## config.mk

```make
export PLATFORM = sky130hd
export DESIGN_NAME = wav_data_chunk_locator
export DESIGN_NICKNAME = d
export VERILOG_FILES = /design/src/hdl/wdcl_pkg.sv /design/src/hdl/wdcl_in_reg.sv /design/src/hdl/wdcl_parser.sv /design/src/hdl/wdcl_out_reg.sv /design/src/hdl/wav_data_chunk_locator.sv
export SDC_FILE = /design/constraint.sdc
export NUM_CORES = 1
export LEC_CHECK = 0
export BUFFER_PORTS_ARGS = -buffer_cell sky130_fd_sc_hd__buf_2
export CORE_MARGIN = 2
export CORE_UTILIZATION = 35
export DETAILED_ROUTE_END_ITERATION = 8
export GPL_TIMING_DRIVEN = 1
export PLACE_DENSITY = 0.48
export SKIP_CTS_REPAIR_TIMING = 1
export SLEW_MARGIN = 20
export SYNTH_ARGS = -nofsm -noshare
export SYNTH_HDL_FRONTEND = slang
export SYNTH_HIERARCHICAL = 1
export SYNTH_SLANG_ARGS = --single-unit
```

## constraint.sdc

```tcl
create_clock -name clk -period 9.6 [get_ports clk]
set_input_delay 0.48 -clock clk [delete_from_list [all_inputs] [get_ports clk]]
set_output_delay 0.48 -clock clk [all_outputs]
set_load 0.02 [all_outputs]
```

## src/hdl/wdcl_pkg.sv

```systemverilog
// types, tag constants and phase codes for the wav data chunk locator
// no dependencies
`default_nettype none

package wdcl_pkg;

  localparam logic [31:0] TagRiff = 32'h5249_4646;
  localparam logic [31:0] TagWave = 32'h5741_5645;
  localparam logic [31:0] TagData = 32'h6461_7461;

  localparam logic [15:0] FallbackReset = 16'd44;

  typedef enum logic [2:0] {
    PH_IDLE  = 3'd0,
    PH_RIFF  = 3'd1,
    PH_RSIZE = 3'd2,
    PH_WAVE  = 3'd3,
    PH_ID    = 3'd4,
    PH_SIZE  = 3'd5,
    PH_SKIP  = 3'd6
  } phase_t;

  typedef struct packed {
    logic [7:0] data_byte;
    logic       first_byte;
    logic       last_byte;
  } item_t;

  typedef struct packed {
    logic [31:0] data_offset;
    logic        found;
  } result_t;

endpackage

`default_nettype wire

```

## src/hdl/wdcl_in_reg.sv

```systemverilog
// input register stage: holds one accepted request until the parser takes it
// depends on wdcl_pkg
`default_nettype none

module wdcl_in_reg (
  input  wire              clk,
  input  wire              rst,
  input  wire              in_valid,
  output logic             in_ready,
  input  wdcl_pkg::item_t  in_item,
  output logic             held_valid,
  output wdcl_pkg::item_t  held_item,
  input  wire              take
);

  assign in_ready = !held_valid || take;

  always_ff @(posedge clk) begin
    if (rst) begin
      held_valid <= 1'b0;
    end else if (in_valid && in_ready) begin
      held_valid <= 1'b1;
    end else if (take) begin
      held_valid <= 1'b0;
    end
  end

  always_ff @(posedge clk) begin
    if (in_valid && in_ready) begin
      held_item <= in_item;
    end
  end

endmodule

`default_nettype wire

```

## src/hdl/wdcl_parser.sv

```systemverilog
// riff/wave walker: parse state, fallback register and one-byte step logic
// depends on wdcl_pkg
`default_nettype none

module wdcl_parser (
  input  wire                clk,
  input  wire                rst,
  input  wire                cfg_wr_en,
  input  wire  [15:0]        cfg_wr_data,
  input  wire                step,
  input  wdcl_pkg::item_t    item,
  output logic               res_valid,
  output wdcl_pkg::result_t  res
);

  wdcl_pkg::phase_t phase, phase_next;
  logic [1:0]  field_byte_count, field_byte_count_next;
  logic [31:0] tag_shift, tag_shift_next;
  logic [31:0] size_shift, size_shift_next;
  logic [31:0] byte_position, byte_position_next;
  logic [31:0] skip_remaining, skip_remaining_next;
  logic        decided, decided_next;
  logic [15:0] fallback_offset;

  // values after the first-byte restart, before the byte is parsed
  wdcl_pkg::phase_t base_phase;
  logic [1:0]  base_count;
  logic [31:0] base_tag, base_size, base_pos, base_skip;
  logic        active;
  logic [31:0] round_size;

  always_comb begin
    base_phase = phase;
    base_count = field_byte_count;
    base_tag   = tag_shift;
    base_size  = size_shift;
    base_pos   = byte_position;
    base_skip  = skip_remaining;
    active     = !decided;
    if (item.first_byte) begin
      base_phase = wdcl_pkg::PH_RIFF;
      base_count = 2'd0;
      base_tag   = '0;
      base_size  = '0;
      base_pos   = '0;
      base_skip  = '0;
      active     = 1'b1;
    end
  end

  always_comb begin
    phase_next            = phase;
    field_byte_count_next = field_byte_count;
    tag_shift_next        = tag_shift;
    size_shift_next       = size_shift;
    byte_position_next    = byte_position;
    skip_remaining_next   = skip_remaining;
    decided_next          = decided;
    res_valid             = 1'b0;
    res.data_offset       = {16'd0, fallback_offset};
    res.found             = 1'b0;
    round_size            = '0;

    if (active) begin
      phase_next            = base_phase;
      field_byte_count_next = base_count + 2'd1;
      tag_shift_next        = base_tag;
      size_shift_next       = {item.data_byte, base_size[31:8]};
      byte_position_next    = base_pos + 32'd1;
      skip_remaining_next   = base_skip;
      decided_next          = 1'b0;

      if (base_phase == wdcl_pkg::PH_SKIP) begin
        field_byte_count_next = base_count;
        size_shift_next       = base_size;
        skip_remaining_next   = base_skip - 32'd1;
        if (base_skip == 32'd1) begin
          phase_next = wdcl_pkg::PH_ID;
        end
      end else begin
        if (base_phase != wdcl_pkg::PH_SIZE && base_phase != wdcl_pkg::PH_RSIZE) begin
          tag_shift_next = {base_tag[23:0], item.data_byte};
        end
        if (base_count == 2'd3) begin
          case (base_phase)
            wdcl_pkg::PH_RIFF: begin
              if (tag_shift_next != wdcl_pkg::TagRiff) begin
                res_valid = 1'b1;
              end else begin
                phase_next = wdcl_pkg::PH_RSIZE;
              end
            end
            wdcl_pkg::PH_RSIZE: begin
              phase_next = wdcl_pkg::PH_WAVE;
            end
            wdcl_pkg::PH_WAVE: begin
              if (tag_shift_next != wdcl_pkg::TagWave) begin
                res_valid = 1'b1;
              end else begin
                phase_next = wdcl_pkg::PH_ID;
              end
            end
            wdcl_pkg::PH_ID: begin
              phase_next = wdcl_pkg::PH_SIZE;
            end
            wdcl_pkg::PH_SIZE: begin
              if (tag_shift_next == wdcl_pkg::TagData) begin
                res_valid       = 1'b1;
                res.data_offset = byte_position_next;
                res.found       = 1'b1;
              end else begin
                round_size          = size_shift_next + 32'd1;
                skip_remaining_next = {round_size[31:1], 1'b0};
                phase_next          = (skip_remaining_next == 32'd0) ?
                                      wdcl_pkg::PH_ID : wdcl_pkg::PH_SKIP;
              end
            end
            default: begin
              phase_next = base_phase;
            end
          endcase
        end
      end

      // end of file with nothing decided yet falls back
      if (item.last_byte && !res_valid) begin
        res_valid = 1'b1;
      end
      if (res_valid) begin
        decided_next = 1'b1;
        phase_next   = wdcl_pkg::PH_IDLE;
      end
    end
  end

  always_ff @(posedge clk) begin
    if (rst) begin
      phase            <= wdcl_pkg::PH_IDLE;
      field_byte_count <= 2'd0;
      tag_shift        <= '0;
      size_shift       <= '0;
      byte_position    <= '0;
      skip_remaining   <= '0;
      decided          <= 1'b1;
    end else if (step) begin
      phase            <= phase_next;
      field_byte_count <= field_byte_count_next;
      tag_shift        <= tag_shift_next;
      size_shift       <= size_shift_next;
      byte_position    <= byte_position_next;
      skip_remaining   <= skip_remaining_next;
      decided          <= decided_next;
    end
  end

  always_ff @(posedge clk) begin
    if (rst) begin
      fallback_offset <= wdcl_pkg::FallbackReset;
    end else if (cfg_wr_en) begin
      fallback_offset <= cfg_wr_data;
    end
  end

endmodule

`default_nettype wire

```

## src/hdl/wdcl_out_reg.sv

```systemverilog
// result register: holds one result until the downstream side takes it
// depends on wdcl_pkg
`default_nettype none

module wdcl_out_reg (
  input  wire                clk,
  input  wire                rst,
  input  wire                load,
  input  wire                load_valid,
  input  wdcl_pkg::result_t  load_res,
  output logic               out_valid,
  input  wire                out_ready,
  output wdcl_pkg::result_t  out_res,
  output logic               free
);

  assign free = !out_valid || out_ready;

  always_ff @(posedge clk) begin
    if (rst) begin
      out_valid <= 1'b0;
    end else if (load) begin
      out_valid <= load_valid;
    end else if (out_ready) begin
      out_valid <= 1'b0;
    end
  end

  always_ff @(posedge clk) begin
    if (load && load_valid) begin
      out_res <= load_res;
    end
  end

endmodule

`default_nettype wire

```

## src/hdl/wav_data_chunk_locator.sv

```systemverilog
// wav data chunk locator top level; uses wdcl_pkg, wdcl_in_reg, wdcl_parser, wdcl_out_reg
// a result shows on m_axis from the result register, loaded by the parser step that takes the deciding byte
// throughput: one byte per cycle while the result register is free, set by the parser state update
// a stalled result register holds the parser; the input register still takes one byte
// reset (rst, synchronous, active high) empties both registers, idles the parser,
// and sets the fallback offset to 44
`default_nettype none

module wav_data_chunk_locator (
  input  wire         clk,
  input  wire         rst,
  // configuration: fallback offset
  input  wire         cfg_wr_en,
  input  wire  [15:0] cfg_wr_data,
  // byte stream in
  input  wire         s_axis_tvalid,
  output logic        s_axis_tready,
  input  wire  [7:0]  s_axis_tdata,   // [7:0] data_byte
  input  wire  [0:0]  s_axis_tuser,   // [0] first_byte
  input  wire         s_axis_tlast,   // last_byte
  // located offset out
  output logic        m_axis_tvalid,
  input  wire         m_axis_tready,
  output logic [31:0] m_axis_tdata,   // [31:0] data_offset
  output logic [0:0]  m_axis_tuser    // [0] found
);

  wdcl_pkg::item_t   in_item;
  wdcl_pkg::item_t   held_item;
  wdcl_pkg::result_t res;
  wdcl_pkg::result_t out_res;
  logic              held_valid;
  logic              res_valid;
  logic              out_free;
  logic              step;

  // pack the stream fields into the request
  assign in_item.data_byte  = s_axis_tdata;
  assign in_item.first_byte = s_axis_tuser[0];
  assign in_item.last_byte  = s_axis_tlast;

  // parser moves one held byte whenever the result register can take its outcome
  assign step = held_valid && out_free;

  wdcl_in_reg u_in_reg (
    .clk        (clk),
    .rst        (rst),
    .in_valid   (s_axis_tvalid),
    .in_ready   (s_axis_tready),
    .in_item    (in_item),
    .held_valid (held_valid),
    .held_item  (held_item),
    .take       (step)
  );

  // tag checks, size capture, skip countdown and offset count
  wdcl_parser u_parser (
    .clk         (clk),
    .rst         (rst),
    .cfg_wr_en   (cfg_wr_en),
    .cfg_wr_data (cfg_wr_data),
    .step        (step),
    .item        (held_item),
    .res_valid   (res_valid),
    .res         (res)
  );

  // at most one result per file, held until taken
  wdcl_out_reg u_out_reg (
    .clk        (clk),
    .rst        (rst),
    .load       (step),
    .load_valid (res_valid),
    .load_res   (res),
    .out_valid  (m_axis_tvalid),
    .out_ready  (m_axis_tready),
    .out_res    (out_res),
    .free       (out_free)
  );

  assign m_axis_tdata    = out_res.data_offset;
  assign m_axis_tuser[0] = out_res.found;

endmodule

`default_nettype wire

```

After elaboration in Yosys (flattened, before gate mapping). Index checks and enable logic that the tools add are counted.

Register bits: 187. Input port bits: 31. Logic and storage cells: 100.

$add $sub $neg: 4. Equality and inequality tests: 13. Mux-type cells: 46. Bitwise gates (word level): 4. Reductions and logical operators: 17.

Operators with widths (number): 2-to-1 mux 32 bit (13); 2-to-1 mux 17 bit (5); adder 32 x 1 -> 32 bit (second input constant) (2); != test 32 x 31 -> 1 bit (second input constant) (2); == test 32 x 1 -> 1 bit (second input constant) (1); == test 32 x 31 -> 1 bit (second input constant) (1); subtractor 32 x 1 -> 32 bit (second input constant) (1); zero test 31 bit (1); 2-to-1 mux 3 bit (8); 2-to-1 mux 1 bit (15); one-hot mux 3 bit (5 select lines) (1); == test 3 bit (second input constant) (3); == test 3 x 2 -> 1 bit (second input constant) (2); 2-to-1 mux 2 bit (3); logical AND 1 bit (5); OR reduction 5 bit (1); zero test 1 bit (4); inverter 1 bit (4); nonzero test 2 bit (2); OR reduction 4 bit (1); == test 3 x 1 -> 1 bit (second input constant) (1); != test 3 x 2 -> 1 bit (second input constant) (1); != test 3 bit (second input constant) (1); one-hot mux 1 bit (3 select lines) (1); 4 further kinds (5).

Depth between registers and ports, before layout. Gate-level depths: netlist of the first run.

Depth in word-level cells: 18. Depth in mapped cells: 17. Depth with buffers taken out: 11.

Hierarchy. The synthesis of the first run kept the hierarchy.

By module, submodules not included: wdcl_parser (instances 1, cells an instance 1290, area each 9382.7 um2); wdcl_out_reg (instances 1, cells an instance 38, area each 1051.0 um2); wdcl_in_reg (instances 1, cells an instance 15, area each 355.3 um2); wav_data_chunk_locator (instances 1, cells an instance 1, area each 6.3 um2).

Worst setup path after synthesis of the first run. OpenSTA, ideal clock, no wires.

Kind: flip-flop to flip-flop. From: register u_in_reg/held_item[1] (netlist name). To: register u_parser.phase[1]. Arrival time: 3.763 ns. Path slack: 5.723 ns. Cell stages (with the launch flop): 18. Clock period less this slack: 3.877 ns. Cells stage by stage: edfxtp_1 buf_2 buf_2 buf_2 clkbuf_1 clkbuf_1 buf_1 clkbuf_1 nor2b_1 ha_1 nand3_1 or3_1 or3_1 xor2_1 nand4_1 nor4_1 a31oi_1 o21a_1.

Word-level cells in the longest chain between the ends: 17. Elaborated cells between the ends (all ways): 46.

Ends and longest elaborated chain: 2-to-1 mux 3 bit (RTL line wdcl_parser.sv:40) `if (item.first_byte) begin`; != test 3 bit / != test 3 x 2 -> 1 bit (equally long branches) (RTL line wdcl_parser.sv:81) `if (base_phase != wdcl_pkg::PH_SIZE && base_phase != wdcl_pkg::PH_RSIZE) begin`; logical AND 1 bit (RTL line wdcl_parser.sv:81); 2-to-1 mux 32 bit (RTL line wdcl_parser.sv:81); 2-to-1 mux 32 bit (RTL line wdcl_parser.sv:73) `if (base_phase == wdcl_pkg::PH_SKIP) begin`; 2-to-1 mux 32 bit (RTL line wdcl_parser.sv:64) `if (active) begin`; == test 32 x 31 -> 1 bit (tied with other cells) (RTL line wdcl_parser.sv:107) `if (tag_shift_next == wdcl_pkg::TagData) begin`; 2-to-1 mux 1 bit (on tied branches) (RTL line wdcl_parser.sv:107, wdcl_parser.sv:87, wdcl_parser.sv:97); one-hot mux 1 bit (3 select lines) (RTL line wdcl_parser.sv:85) `case (base_phase)`; 2-to-1 mux 1 bit (RTL line wdcl_parser.sv:84) `if (base_count == 2'd3) begin`; 2-to-1 mux 1 bit (RTL line wdcl_parser.sv:73); 2-to-1 mux 1 bit (RTL line wdcl_parser.sv:64); zero test 1 bit (RTL line wdcl_parser.sv:126) `if (item.last_byte && !res_valid) begin`; logical AND 1 bit (RTL line wdcl_parser.sv:126); 2-to-1 mux 1 bit (RTL line wdcl_parser.sv:126); 2-to-1 mux 1 bit (RTL line wdcl_parser.sv:64); 2-to-1 mux 3 bit (RTL line wdcl_parser.sv:129) `if (res_valid) begin`; to (signal assigned) (RTL line wdcl_parser.sv:138) `phase <= wdcl_pkg::PH_IDLE;`; to (signal assigned) (RTL line wdcl_parser.sv:146) `phase <= phase_next;`; to (decl) (RTL line wdcl_parser.sv:16) `wdcl_pkg::phase_t phase, phase_next;`.

Parallel ways exist; a longest one is shown, timed or not. The select of a mux whose other input is x is not followed. A chain may end at the register's enable or synchronous reset.

Worst setup path in the final report of the first run.
From: register u_in_reg/held_item[1] (netlist name). To: register u_parser.skip_remaining[4].

Word-level cells in the longest chain between the ends: 11. Elaborated cells between the ends (all ways): 23.

Ends and longest elaborated chain: 2-to-1 mux 3 bit (RTL line wdcl_parser.sv:40); != test 3 bit / != test 3 x 2 -> 1 bit (equally long branches) (RTL line wdcl_parser.sv:81); logical AND 1 bit (RTL line wdcl_parser.sv:81); 2-to-1 mux 32 bit (RTL line wdcl_parser.sv:81); 2-to-1 mux 32 bit (RTL line wdcl_parser.sv:73); 2-to-1 mux 32 bit (RTL line wdcl_parser.sv:64); == test 32 x 31 -> 1 bit (RTL line wdcl_parser.sv:107); 2-to-1 mux 32 bit (RTL line wdcl_parser.sv:107); 2-to-1 mux 32 bit (RTL line wdcl_parser.sv:85); 2-to-1 mux 32 bit (RTL line wdcl_parser.sv:84); 2-to-1 mux 32 bit (RTL line wdcl_parser.sv:73); to (signal assigned) (RTL line wdcl_parser.sv:151) `skip_remaining <= skip_remaining_next;`; to (decl) (RTL line wdcl_parser.sv:21) `logic [31:0] skip_remaining, skip_remaining_next;`.

Parallel ways exist; a longest one is shown, timed or not. The select of a mux whose other input is x is not followed.

==> results.json, run 1 <==
{
  "max_slew_margin": 0.3084,
  "grt_start_max_net_pins": 141,
  "path_cells": "buf_12 -> nor3_1 -> nand2_1 -> o32a_1 -> nor4_4 -> nor2_2 -> buf_4 -> a2111oi_0 -> a2111oi_0 -> a211oi_1",
  "avgSynthCellArea_um2": 8.032,
  "cts_made_buffers": 17,
  "io_pins": 66,
  "placed_area_um2": 11300,
  "finalClockSkew_ps": 17.26,
  "dpl_worst_slack_ps": 6036,
  "antenna_left": 0,
  "grt_pass1_wl_um": 50350,
  "start_kind": "register",
  "hold_path.class": "in -> reg",
  "avgRoutedWirePerCell_um": 17.66,
  "via_count": 9847,
  "grt_usage": 0.1901,
  "syn_to_final_growth_pct": 10.04,
  "synth_edf_count": 43,
  "fin_crit_sh": 0.3920,
  "cts.clk_slew.worst_paths_ps": 80,
  "clk_latency_ps": 450,
  "die_w_um": 179.6,
  "antenna_found_initial": 0,
  "cp-end-kind": "register",
  "status": "completed",
  "required_ps": 9970,
  "path_max_fanout": 140,
  "fmax_ghz": 0.2658,
  "fillCellCount": 3200,
  "path_class": "reg -> reg",
  "synth_warnings": 6,
  "port_buffers": 65,
  "crit_path_top_delay_cell": "nor4_4",
  "cts_sinks": 187,
  "grt-ovfl-total": 0,
  "num_antenna_cells": 0,
  "worstPathArrival_ps": 4130,
  "synth_ff_type": "dfxtp_1",
  "fp.dieH_um": 179.6,
  "maxCapViolCount": 0,
  "setup_viol": 0,
  "drc": 0,
  "via_per_inst": 5.620,
  "design_area_um2": 11880,
  "syn_inst": 1344,
  "async_reset_ff_frac": 0,
  "cts_htree_levels": 4,
  "grt_pass1_vias": 9267,
  "syn_area_um2": 10800,
  "worst_pin_slew_ps": 1035,
  "cp_common_cell": "a2111oi_0",
  "drt_iter0_markers": 766,
  "cts_tree": "built",
  "start_util": 0.3538,
  "dp_hpwl_um": 20090,
  "synth_seq_cells": 187,
  "period_minus_slack_ps": 3763,
  "dr.pass1.iters": 7,
  "max_stage_delay_ps": 690,
  "hold_viol_final": 0,
  "drive_gt1_frac": 0.1032,
  "yosys.cell_types.count": 80,
  "gp_congestion": 0.8731,
  "cts_buffer_depth": 2,
  "wl_um": 30950,
  "synth-seq-area-share": 0.3866,
  "dieArea_um2": 32270,
  "row_count": 64,
  "tns_ps": 0,
  "p_leak_nw": 4.137,
  "fin_ws_ps": 5837,
  "rsz0062_at_grt": "false",
  "peakVddDrop_v": 0.0001136,
  "clock-root-buffer": "clkbuf_16",
  "drv_slew": 0,
  "core_area_um2": 30510,
  "syn_nets": 1380,
  "powerDensity_nw_per_um2": 145.1,
  "fin_nets": 1379
}
[critical path: cells and delay by family, from the launching register on]
family | cells | cell delay [ps]
AO/OA/AOI/OAI | 4 | 1150
buffers and inverters | 2 | 500
flip-flops | 1 | 410
AND/OR/NAND/NOR | 4 | 1410
[layout by cell type (no fill, tap or decap), types with 6 or more instances in the layout]
cell type and count:
nand4_1 23, mux2i_1 22, nand2b_1 8, and3_1 33
inv_1 22, nand2_1 156, nand3b_1 7, buf_2 64
o211ai_1 14, buf_4 14, edfxtp_1 43, nand3_1 35
nand4b_1 7, nor2_1 162, nor4b_1 7, nor3_1 48
nor2b_1 30, a31oi_1 20, dfxtp_1 144, o22ai_1 9
a21oi_1 93, nor4_1 23, o31ai_1 11, or4_1 6
a211oi_1 9, o21ai_0 79, mux2_2 7, or3_1 13
a21o_1 10, and3b_1 8, xnor2_1 34, clkbuf_16 20
and2_1 8, a22oi_1 36, xor2_1 23, a311oi_1 6
[cell usage after synthesis, drive strengths merged, types with 20 or more instances]
cell type | n | share of area
nand4 | 24 | 0.014
a22oi | 36 | 0.025
inv | 22 | 0.0076
nor2b | 30 | 0.017
nor3 | 50 | 0.024
mux2i | 22 | 0.020
buf | 25 | 0.016
a31oi | 20 | 0.012
o21ai | 79 | 0.037
and3 | 33 | 0.019
nor2 | 164 | 0.057
nand3 | 35 | 0.016
dfxtp | 144 | 0.27
a21oi | 94 | 0.044
nand2 | 157 | 0.055
edfxtp | 43 | 0.12
xnor2 | 34 | 0.028
nor4 | 25 | 0.016
clkbuf | 74 | 0.026
xor2 | 23 | 0.019
[metrics by stage]
stage                       util  total power, mW  hold WS, ps  std cells
after detailed placement  0.3704            1.033        443.7       1720
final                     0.3894            1.724        207.3       1752
after global routing      0.3894            1.800        189.7       1752
after global placement    0.3704            1.033        439.6       1720
after CTS                 0.3894            1.748        188.9       1752
after floorplan                -           0.9816        428.7       1344
[layer usage]
layer  wire length, µm  track usage
met5                 0            0
met4               309      0.04520
met3              1277      0.03079
met2             14540       0.3094
met1             14820       0.2637
[cell type report]
class	count	area (µm²)	share of cell area
Clock buffer	25	529.3	0.04455
Sequential cell	187	4174	0.3514
Clock inverter	7	50.05	0.004213
Tap cell	396	495.5	0.04171
Timing Repair Buffer	79	445.4	0.03750
Inverter	23	86.33	0.007268
Multi-Input combinational cell	1035	6098	0.5134
[flip-flops by register name (all words and copies together) (netlist names)]
signal                     flops
u_parser/fallback_offset      16
u_parser/size_shift           24
u_parser/skip_remaining       32
u_parser/field_byte_count      2
u_parser/byte_position        32
u_out_reg/out_res             33
u_parser/decided               1
u_parser/phase                 3
u_out_reg/out_valid            1
u_in_reg/held_valid            1
u_parser/tag_shift            32
u_in_reg/held_item            10
[final timing paths]
check | startpoint | to | slack [ps] | depth (start not counted)
worst min register to register | u_parser/field_byte_count[1] | u_parser/field_byte_count[1] | 460 | 2
worst min-delay path | s_axis_tlast | u_in_reg/held_item[0] | 210 | 1
worst max-delay path | u_in_reg/held_item[1] | u_parser/skip_remaining[4] | 5840 | 10
worst max register to register | u_in_reg/held_item[1] | u_parser/skip_remaining[4] | 5840 | 10
[cells by family after synthesis]
family / Yosys count / synth area share
AOI/OAI and AO/OA: 332 / 0.1944
xor gates and xnor gates: 57 / 0.04624
adders and majority gates: 5 / 0.005795
buffers and inverters: 122 / 0.04937
DFF: 187 / 0.3866
muxes: 29 / 0.02770
and+or+nand+nor: 612 / 0.2899
[where the power goes]
part	total, mW	leakage (nW)	internal [mW]	switching (mW)
clock network	0.708	0.281	0.387	0.320
logic	0.167	2.25	0.0558	0.111
registers	0.850	1.60	0.823	0.0261
Note: power is estimated with default switching activity, not from simulation.
==> run 2: changes to the inputs <==
==> constraint.sdc (replaced) <==
create_clock -name clk -period 3.93 [get_ports clk]
set_input_delay 0.1965 -clock clk [delete_from_list [all_inputs] [get_ports clk]]
set_output_delay 0.1965 -clock clk [all_outputs]
set_load 0.02 [all_outputs]
==> run 2 against run 1 <==
The flow now finishes with violations (negative hold slack); sequential cell count unchanged; first-iteration DRC count decreased by 5.9%; critical path depth decreased by 2; sequential power increased by 140%; total power increased to 2.5 times the previous value; non-clock buffer count increased by 37; die area unchanged; register-to-register slack got worse by 5300 ps; final cell count increased by 2.1%; hold slack got worse by 230 ps; worst setup slack got worse by 5300 ps; sequential share of layout area decreased by 0.98 points; largest cell class unchanged; largest power group unchanged.
==> results.json, run 2 (synthesized netlist as in run 1, its figures left out) <==
{
  "wl_met2_um": 14650,
  "final_common_cell": "nor2_1",
  "dp_hpwl_um": 21620,
  "drive_gt1_frac": 0.1184,
  "wl_um": 31410,
  "placed_area_um2": 11460,
  "fin_ws_ps": 533.2,
  "cp-end-kind": "register",
  "path_max_fanout": 14,
  "dieArea_um2": 32270,
  "via_count": 9970,
  "required_ps": 4120,
  "hold_ws_ps": -19.51,
  "clock-root-buffer": "clkbuf_16",
  "fin_crit_sh": 0.8643,
  "seqPwrFrac": 0.479,
  "path_class": "reg -> reg",
  "largest_reg_flops": 33,
  "grt_usage": 0.1936,
  "antenna_found_initial": 0,
  "top_layer": "met4",
  "hold_viol_final": 7,
  "grt_start_max_net_pins": 61,
  "clk_latency_ps": 450,
  "rsz0062_at_grt": "false",
  "drc": 0,
  "dr.pass1.iters": 5,
  "maxCapViolCount": 0,
  "grt_pass1_wl_um": 51290,
  "via_per_inst": 5.573,
  "num_antenna_cells": 0,
  "start_util": 0.3538,
  "fp.dieH_um": 179.6,
  "cts_tree": "built",
  "powerDensity_nw_per_um2": 353.6,
  "dr_wl_met3_um": 1289,
  "cts_buffer_depth": 2,
  "dpl_worst_slack_ps": 571.1,
  "cts_made_buffers": 17,
  "worstPathArrival_ps": 3590,
  "intPower_mw": 3.157,
  "multi_input_area_um2": 6098,
  "grt-ovfl-total": 0,
  "p_sw_frac": 0.2695,
  "status": "finished, violations left",
  "period_minus_slack_ps": 3397,
  "finalClockSkew_ps": 13.70,
  "peakVddDrop_v": 0.0003068,
  "p_leak_nw": 4.313,
  "final-seq-area_um2": 4174,
  "grt_pass1_vias": 9437,
  "drv_slew": 0,
  "design_area_um2": 12220,
  "antenna_left": 0,
  "die_w_um": 179.6,
  "layout.cells.non_filler": 1789,
  "core_area_um2": 30510,
  "fmax_ghz": 0.2944,
  "fillCellCount": 3148,
  "gp_congestion": 0.8809,
  "io_pins": 66,
  "final_cell_mix": "nor2_1, nand2_1, dfxtp_1",
  "port_buffers": 65,
  "m1WireLength_um": 14910,
  "row_count": 64,
  "cts.clk_slew.worst_paths_ps": 80,
  "utilization": 0.4006,
  "hold_path.class": "in -> reg",
  "start_kind": "register",
  "power.share.clock": 0.420,
  "violations": "negative hold slack",
  "power_switching_mw": 1.165,
  "fin_nets": 1416,
  "tns_ps": 0,
  "cts_sinks": 187,
  "avgRoutedWirePerCell_um": 17.56,
  "top_register": "u_out_reg/out_res",
  "max_slew_margin": 0.4151,
  "dpl.cell_count": 1742,
  "worst_pin_slew_ps": 869.4,
  "cts_htree_levels": 4,
  "setup_viol": 0,
  "syn_to_final_growth_pct": 13.20,
  "drt_iter0_markers": 721,
  "combinationalPowerShare": 0.102
}
run 2: final timing paths:
kind                                startpoint                           end  slack (ps)  depth (start not counted)
setup / recovery         u_in_reg/held_item[1]         u_out_reg/out_res[15]         530                          8
hold / removal                  cfg_wr_data[7]   u_parser/fallback_offset[7]         -20                          3
setup reg to reg         u_in_reg/held_item[1]         u_out_reg/out_res[15]         530                          8
hold reg to reg   u_parser/field_byte_count[1]  u_parser/field_byte_count[1]         450                          2
run 2: cell type report:
| type | instances | share of cell area |
|---|---|---|
| clock buffers | 18 | 0.03686 |
| clock inverters | 14 | 0.01270 |
| inverters | 23 | 0.007065 |
| multi-input cells | 1035 | 0.4990 |
| flip-flops and latches | 187 | 0.3416 |
| well taps | 396 | 0.04054 |
| repair buffers | 116 | 0.06225 |
run 2: stage by stage:
| stage | hold WS, ps | power (mW) |
|---|---|---|
| after floorplan | 258.9 | 2.398 |
| after global placement | 373.8 | 2.540 |
| after detailed placement | 374.6 | 2.541 |
| after CTS | -93.40 | 4.360 |
| after global routing | 4.187 | 4.507 |
| final | -19.51 | 4.322 |
run 2: per-layer routing:
metal,up-vias,GRT usage
li1,4954,-
met1,4744,0.2635
met2,234,0.3146
met3,38,0.03079
met4,0,0.06081
met5,-,0
run 2: critical path, cell delays in order (launching register included):
cell      delay [ps]
edfxtp_1         460
buf_4            210
inv_2            260
o21ai_0          260
o32a_1           320
or4_4            550
or3_1            560
inv_1            180
mux2_2           340
run 2: power groups by stage:
stage | Combinational, mW | Sequential [mW] | Clock (mW)
6_report | 0.440 | 2.07 | 1.81
5_1_grt | 0.494 | 2.08 | 1.94
4_1_cts | 0.431 | 2.07 | 1.86
3_5_place_dp | 0.429 | 2.11 | 0
3_3_place_gp | 0.429 | 2.11 | 0
2_1_floorplan | 0.308 | 2.09 | 0
==> run 3: changes to the inputs <==
==> constraint.sdc (replaced) <==
create_clock -name clk -period 4.37 [get_ports clk]
set_input_delay 0.2185 -clock clk [delete_from_list [all_inputs] [get_ports clk]]
set_output_delay 0.2185 -clock clk [all_outputs]
set_load 0.02 [all_outputs]
==> run 3 against run 2 <==
The run now ends clean; total power down 13%; utilization down 0.12 points; first-iteration DRC count up 9.0%; via count down 0.34%; clock power down 17%; count of clock-buffer cells in the layout up 1; die area unchanged; combinational power down 8.9%; sequential cell count unchanged; final cell count down 0.17%; routed wire length down 0.21%; maximum frequency down 1.6%; critical path type unchanged; critical endpoint is now u_parser/phase[1].
==> results.json, run 3 (synthesized netlist as in run 1, its figures left out) <==
{
  "clk_latency_ps": 440,
  "power.share.clock": 0.400,
  "grt_pass1_wl_um": 50900,
  "largest_reg_flops": 33,
  "avgRoutedWirePerCell_um": 17.55,
  "antenna_left": 0,
  "top_register": "u_out_reg/out_res",
  "fin_nets": 1413,
  "hold_path.class": "in -> reg",
  "setup_viol": 0,
  "final-seq-area_um2": 4174,
  "fin_crit_sh": 0.7899,
  "drc": 0,
  "grt_usage": 0.1919,
  "wl_um": 31340,
  "min_path_cells": 3,
  "start_kind": "register",
  "r2r-start": "u_in_reg/held_item[1]",
  "cts.clk_slew.worst_paths_ps": 70,
  "multi_input_area_um2": 6098,
  "final_common_cell": "nor2_1",
  "maxCapViolCount": 0,
  "cts_htree_levels": 4,
  "cp-end-kind": "register",
  "period_minus_slack_ps": 3452,
  "finalClockSkew_ps": 9.014,
  "hold_ws_ps": 10.60,
  "hold_viol_final": 0,
  "path_max_fanout": 61,
  "drive_gt1_frac": 0.1187,
  "antenna_found_initial": 0,
  "worstPathArrival_ps": 3780,
  "rsz0062_at_grt": "false",
  "syn_to_final_growth_pct": 12.85,
  "dieArea_um2": 32270,
  "gp_congestion": 0.8955,
  "grt_start_max_net_pins": 86,
  "dp_hpwl_um": 21510,
  "path_class": "reg -> reg",
  "required_ps": 4700,
  "start_util": 0.3538,
  "dr.pass1.iters": 5,
  "tns_ps": 0,
  "port_buffers": 65,
  "power_switching_mw": 1.043,
  "seqPwrFrac": 0.493,
  "drv_slew": 0,
  "fillCellCount": 3135,
  "io_pins": 66,
  "via_count": 9936,
  "cts_tree": "built",
  "max_slew_margin": 0.4449,
  "min_from": "cfg_wr_data[6]",
  "status": "completed",
  "fmax_ghz": 0.2897,
  "final_cell_mix": "nor2_1, nand2_1, dfxtp_1",
  "intPower_mw": 2.725,
  "clock-root-buffer": "clkbuf_16",
  "p_leak_nw": 4.297,
  "core_area_um2": 30510,
  "drt_iter0_markers": 786,
  "crit_path_top_delay_cell": "edfxtp_1",
  "path_cells": "buf_12 -> nor2b_1 -> ha_1 -> nand3_1 -> or3_1 -> or3_1 -> xor2_1 -> nand4_1 -> nor4_1 -> a31oi_1 -> o21a_1",
  "worst_pin_slew_ps": 821.8,
  "p_sw_frac": 0.2768,
  "peakVddDrop_v": 0.0002638,
  "r2r-end": "u_parser/phase[1]",
  "reg2regPathDepth": 11,
  "fp.dieH_um": 179.6,
  "via_per_inst": 5.563,
  "cp_common_cell": "or3_1",
  "grt_pass1_vias": 9378,
  "cts_sinks": 187,
  "powerDensity_nw_per_um2": 309.3,
  "cts_made_buffers": 17,
  "reg2reg_slack_ps": 920,
  "die_w_um": 179.6,
  "min_to": "u_parser/fallback_offset[6]",
  "num_antenna_cells": 0,
  "max_stage_delay_ps": 590,
  "grt-ovfl-total": 0,
  "row_count": 64,
  "cts_buffer_depth": 2,
  "combinationalPowerShare": 0.106
}
## run 3: cell type report
cell class              count  area share
multi-input cells        1035      0.5006
inverters                  23    0.007086
clock buffers              19     0.03718
repair buffers            113     0.06326
flip-flops and latches    187      0.3426
well taps                 396     0.04067
clock inverters            13    0.008627
## run 3: power by group through the flow
stage / clock [mW] / sequential [mW] / combinational [mW]
floorplan: 0 / 1.88 / 0.277
finish: 1.51 / 1.86 / 0.401
detailed placement: 0 / 1.90 / 0.391
CTS: 1.55 / 1.86 / 0.393
global route: 1.63 / 1.86 / 0.445
global placement: 0 / 1.90 / 0.391
## run 3: how the worst max path moves through the flow
stage | endpoint | from | depth (start not counted) | slack, ps
after floorplan | u_parser/phase[1] | u_in_reg/held_item[1] | 17 | 490
after global placement | u_parser/byte_position[26] | u_in_reg/held_item[1] | 10 | 980
after detailed placement | u_parser/byte_position[26] | u_in_reg/held_item[1] | 10 | 930
after CTS | u_parser/phase[1] | u_in_reg/held_item[1] | 11 | 920
after global routing | u_parser/skip_remaining[28] | u_in_reg/held_item[1] | 11 | 620
final | u_parser/phase[1] | u_in_reg/held_item[1] | 11 | 920
## run 3: through the flow
step	total power, mW	std cells	cell area, µm²	util	setup WS [ps]
floorplan	2.156	1344	10800	-	492.7
global placement	2.289	1741	11490	0.3768	982.3
detailed placement	2.289	1741	11490	0.3768	934.3
CTS	3.803	1773	12050	0.3951	923.3
global route	3.937	1786	12180	0.3993	624.0
finish	3.768	1786	12180	0.3993	918.1
## run 3: routing by layer
| metal | routed length, µm | part of all wire | vias up | global-route usage |
|---|---|---|---|---|
| li1 | - | - | 4952 | - |
| met1 | 15050 | 0.48 | 4719 | 0.2624 |
| met2 | 14400 | 0.46 | 223 | 0.3073 |
| met3 | 1325 | 0.042 | 42 | 0.03505 |
| met4 | 570 | 0.018 | 0 | 0.06049 |
| met5 | 0 | 0 | - | 0 |
## run 3: worst max-delay path, delay by kind of cell (launching register included)
family,cells,cell delay (ps)
xor gates and xnor gates,1,170
AOI/OAI and AO/OA,2,360
buffers and inverters,1,290
and+or+nand+nor,6,1610
DFF,1,590
adders and majority gates,1,300
